## config.mk

```make
export PLATFORM = sky130hd
export DESIGN_NAME = tcc_ram
export DESIGN_NICKNAME = d
export VERILOG_FILES = /design/src/rtl/core/tcc_ram.sv
export SDC_FILE = /design/constraint.sdc
export NUM_CORES = 2
export LEC_CHECK = 0
export BUFFER_PORTS_ARGS = -buffer_cell sky130_fd_sc_hd__clkbuf_2
export CORE_ASPECT_RATIO = 1.2
export CORE_UTILIZATION = 45
export CTS_CLUSTER_DIAMETER = 150
export CTS_CLUSTER_SIZE = 28
export DETAILED_ROUTE_END_ITERATION = 8
export SYNTH_ARGS = -nofsm -noshare
export SYNTH_HDL_FRONTEND = slang
export SYNTH_SLANG_ARGS = --single-unit
```

## constraint.sdc

```tcl
create_clock -name clk -period 2.8 [get_ports clk]
set_clock_uncertainty 0.2 [all_clocks]
set_input_delay 0.56 -clock clk [delete_from_list [all_inputs] [get_ports clk]]
set_output_delay 0.56 -clock clk [all_outputs]
set_load 0.02 [all_outputs]
```

## src/rtl/core/tcc_ram.sv

```systemverilog
// Generic simple dual-port RAM: one write port, one registered read port.
// No dependencies.
`default_nettype none

module tcc_ram #(
	parameter int WIDTH = 8,
	parameter int DEPTH = 256,
	localparam int AW = (DEPTH > 1) ? $clog2(DEPTH) : 1
) (
	input  wire logic                     clk,
	input  wire logic                     we,
	input  wire logic [AW-1:0]            waddr,
	input  wire logic [WIDTH-1:0]         wdata,
	input  wire logic                     re,
	input  wire logic [AW-1:0]            raddr,
	output      logic [WIDTH-1:0]         rdata
);
	logic [WIDTH-1:0] mem [DEPTH];

	always_ff @(posedge clk) begin
		if (we)
			mem[waddr] <= wdata;
		if (re)
			rdata <= mem[raddr];
	end
endmodule

`default_nettype wire

```

; ---- Yosys cells after proc, flatten, opt, wreduce, memory -nomap -nowiden
; Memory sizes are Yosys's and may differ from the RTL's. A register that Yosys moved wholly into a read port is not among the register bits.
; Cells that the tools add are included.
[word_totals]
mem_bits_rw = 2048
elab_cells = 3
out_inout_bits = 8
reg_bits = 0
n_memories = 1
inputBits = 27
[mem_list]
columns = name, words, word_bits, rd, rd_clocked_by_memory_dff, write_ports, line_no
row1 = mem, 256, 8, 1, 1, 1, 18  ; logic [WIDTH-1:0] mem [DEPTH];
[classes]
muxes = 2
[op_table]
columns = op, n
row1 = $mux 1, 2

; ---- Longest topological paths before layout
[logic_depth]
word_depth = 2
mapped_depth = 11
mapped_depth_nobuf = 6

; ---- Least setup slack after synthesis
; OpenSTA, ideal clock, no wires.
[synth_timing]
path_type = in2reg
from = in raddr[0]
to = reg rdata[2] (read register of mem) (data pin)
setup_slack_ns = -0.036
t_arrival_ns = 2.367
setup_time_ns = 0.269
path_stages = 9
t_required_ns = 2.331
path_buffers = 4
path_cell_list = buf_6 buf_12 buf_8 buf_2 mux4_2 a22oi_1 a21oi_1 nor4_1 nor4_2
[synth_rtl]
columns = element, line_no
row1 = "start, declared", 15  ; input wire logic [AW-1:0] raddr,
row2 = "end, declared", 16  ; output logic [WIDTH-1:0] rdata

==> reports/qor.yml <==
placed_design:
  placedCellCount: 6599
  port_buffers: 34
  place.detailed.hpwl_um: 136000
  place_congestion: 0.865
setup_path:
  critPathRequiredTime_ps: 3100
  cp.buffers_inverters: 6
  cp.depth: 11
  end_kind: "flip-flop"
  crit_path_max_fanout: 16
  startpoint: "raddr[1]"
  max_stage_delay_ps: 530
  crit_arrival_ps: 3150
  worst_path_max_delay_cell: "nor4_4"
  rr_startpoint: "mem[67][4]"
  startpoint_type: "primary input"
  path_common_cell: "buf_4"
  crit_path_cell_trace: "buf_8 > buf_12 > buf_4 > buf_4 > mux4_2 > o211ai_1 > a21oi_1 > buf_4 > nor4_4 > buf_4 > nor4_1"
  r2r_cells: 6
  path_class: "in -> reg"
  cp_top_family: "buffers and inverters"
synthesis:
  syn_area_um2: 79600
  yosysSeqAreaShare_pct: 77.5
  synth-edff-count: 2056
  ys_ff_latch: 2056
  synth_warnings: 0
  synth.distinct_cells: 54
  syn_nets: 3760
  synthArstFlopShare_pct: 0
  syn_inst: 3733
  synthFlopType: "edfxtp_1"
  synth_area_per_cell_um2: 21.3
global_route:
  grt_max_degree: 101
  first_global_vias: 40300
  overflow: 0
  grt_pass1_wl_um: 291000
  antenna_found_initial: 9
  grt_usage_pct: 22.7
final_layout:
  layout.nets: 4427
  drive_gt1_share_pct: 31.9
  final_common_cell: "edfxtp_1"
  num-fill-cells: 13800
  fin_cells: 6706
  area_delta_synth_final_pct: 14.2
  post-route-util_pct: 51.9
  layout_common_cells: "edfxtp_1 (2,056), buf_4 (687), mux4_2 (454)"
clocking:
  root_buffer: "clkbuf_16"
  h-tree-depth: 3
  cts_tree: "yes"
  clock_latency_ps: 750
  cts_inserted_buffers: 83
  cts_buffer_depth: 3
  cts_sinks: 2056
  cts.clk_slew.worst_paths_ps: 110
routing:
  wl_um: 202000
  avgViaCountPerCell: 5.97
  dr.pass1.iters: 5
  drcViolationCount: 0
  avgRoutedWirePerCell_um: 30.1
  vias: 40000
  first_iter_violations: 4413
  ant_nets: 0
hold_path:
  min_path_type: "in -> reg"
  hp-start: "wdata[2]"
  hold_depth: 1
sta:
  rsz0062_at_grt: "true"
  fin_crit_sh_pct: 102
  slew_headroom_pct: 26.2
  hold_violations: 0
  final_max_slew_viol_count: 0
  hold_slack_ps: 55.4
  fmax_ghz: 0.350
  fin_ws_ps: -53.5
  fin_crit_ps: 2850
  tns_ps: -53.5
  worst_pin_slew_ps: 1100
  setup_violations: 1
pwr:
  pwr_density_cell_nw_per_um2: 573
  ir_worst_vdd_v: 0.000462
  p_leak_nw: 29.0
  finalPower_mw: 52.1
floorplan:
  initial_core_util_pct: 45.4
  coreArea_um2: 175000
  die-height_um: 463
  die_area_um2: 179000
  die_x_um: 386
  io_pins: 35
  rows: 168
job:
  maxCapViolations: 0
status:
  status: "finished with violations"
  violations: "negative setup slack"
metal layers:
metal / vias to the layer above / track usage (%) / part of all wire, %
li1: 16900 / - / -
met1: 21600 / 31.4 / 40
met2: 1402 / 38.2 / 51
met3: 217 / 2.76 / 6.3
met4: 6 / 6.16 / 2.4
met5: - / 0 / 0.017
worst paths after layout:
check	endpoint	slack [ps]
worst min register to register	rdata[1]	1030
worst max-delay path	rdata[4]	-50
worst min-delay path	mem[58][2]	60
worst max register to register	rdata[4]	-20
cells in the mapped netlist, types with 4 or more instances:
library cell / number / area share, %
mux4_2: 454 / 13
a211oi_1: 16 / 0.15
o22a_1: 5 / 0.055
nand2b_1: 8 / 0.063
mux2i_1: 134 / 1.7
nor2_1: 282 / 1.3
nor4_1: 24 / 0.19
a221oi_1: 13 / 0.14
nand2_1: 33 / 0.16
buf_8: 13 / 0.25
buf_2: 31 / 0.19
buf_4: 27 / 0.25
a22o_1: 8 / 0.088
nand3_1: 34 / 0.21
nor2b_1: 31 / 0.24
nor3_1: 22 / 0.14
o221ai_1: 46 / 0.51
or2_2: 4 / 0.031
a21oi_1: 96 / 0.60
edfxtp_1: 2056 / 78
a22oi_1: 133 / 1.3
o211ai_1: 10 / 0.094
buf_1: 22 / 0.10
buf_12: 8 / 0.20
o21ai_0: 10 / 0.063
clkbuf_1: 111 / 0.52
o22ai_1: 28 / 0.22
nand4_1: 10 / 0.079
and2_1: 6 / 0.047
o32ai_1: 4 / 0.044
buf_6: 21 / 0.30
per-stage QoR:
stage | setup slack (ps) | instance area, µm²
after floorplan | -3.48 | 79700
after global placement | -1690 | 88300
after detailed placement | -1690 | 88300
after CTS | -117 | 90700
after global routing | -55.2 | 90900
final | -53.5 | 90900
power breakdown:
part           total, mW  internal, mW  switching (mW)  leakage (nW)
clock network       14.5          5.61            8.86          1.08
logic               3.69          1.54            2.15          9.40
registers           33.9          33.9          0.0374          18.5
state kept, by name (all words and copies together), names as in the netlist:
register and count:
rdata 8, mem 2048
logic make-up (layout without fill, tap and decap cells):
| family | Yosys count | count (layout) | synth area share, % |
|---|---|---|---|
| AND/OR/NAND/NOR | 466 | 466 | 2.63 |
| multiplexers | 591 | 591 | 14.6 |
| flip-flops | 2056 | 2056 | 77.5 |
| AO/OA/AOI/OAI | 385 | 385 | 3.42 |
| other | 0 | 7 | 0 |
| buffers and inverters | 235 | 906 | 1.83 |
repair_timing:
item,4_1_cts,5_1_grt
setup buffers,0,8
hold buffers,1,0
pin swaps,1,3
resized for setup,29,19
hold endpoints to repair,11,0
gates cloned,0,2
endpoints found under the setup margin,8,8
cell type report:
type,count,area [µm²],share of cell area (%)
Tap cell,2295,2870,3.16
Timing Repair Buffer,815,7340,8.07
Antenna cell,7,17.5,0.0193
Multi-Input combinational cell,1442,16700,18.4
Clock inverter,2,25.0,0.0275
Sequential cell,2056,61700,67.9
Clock buffer,87,2180,2.39
Inverter,2,7.51,0.00826
No activity file was read; power rests on OpenSTA's default activity.
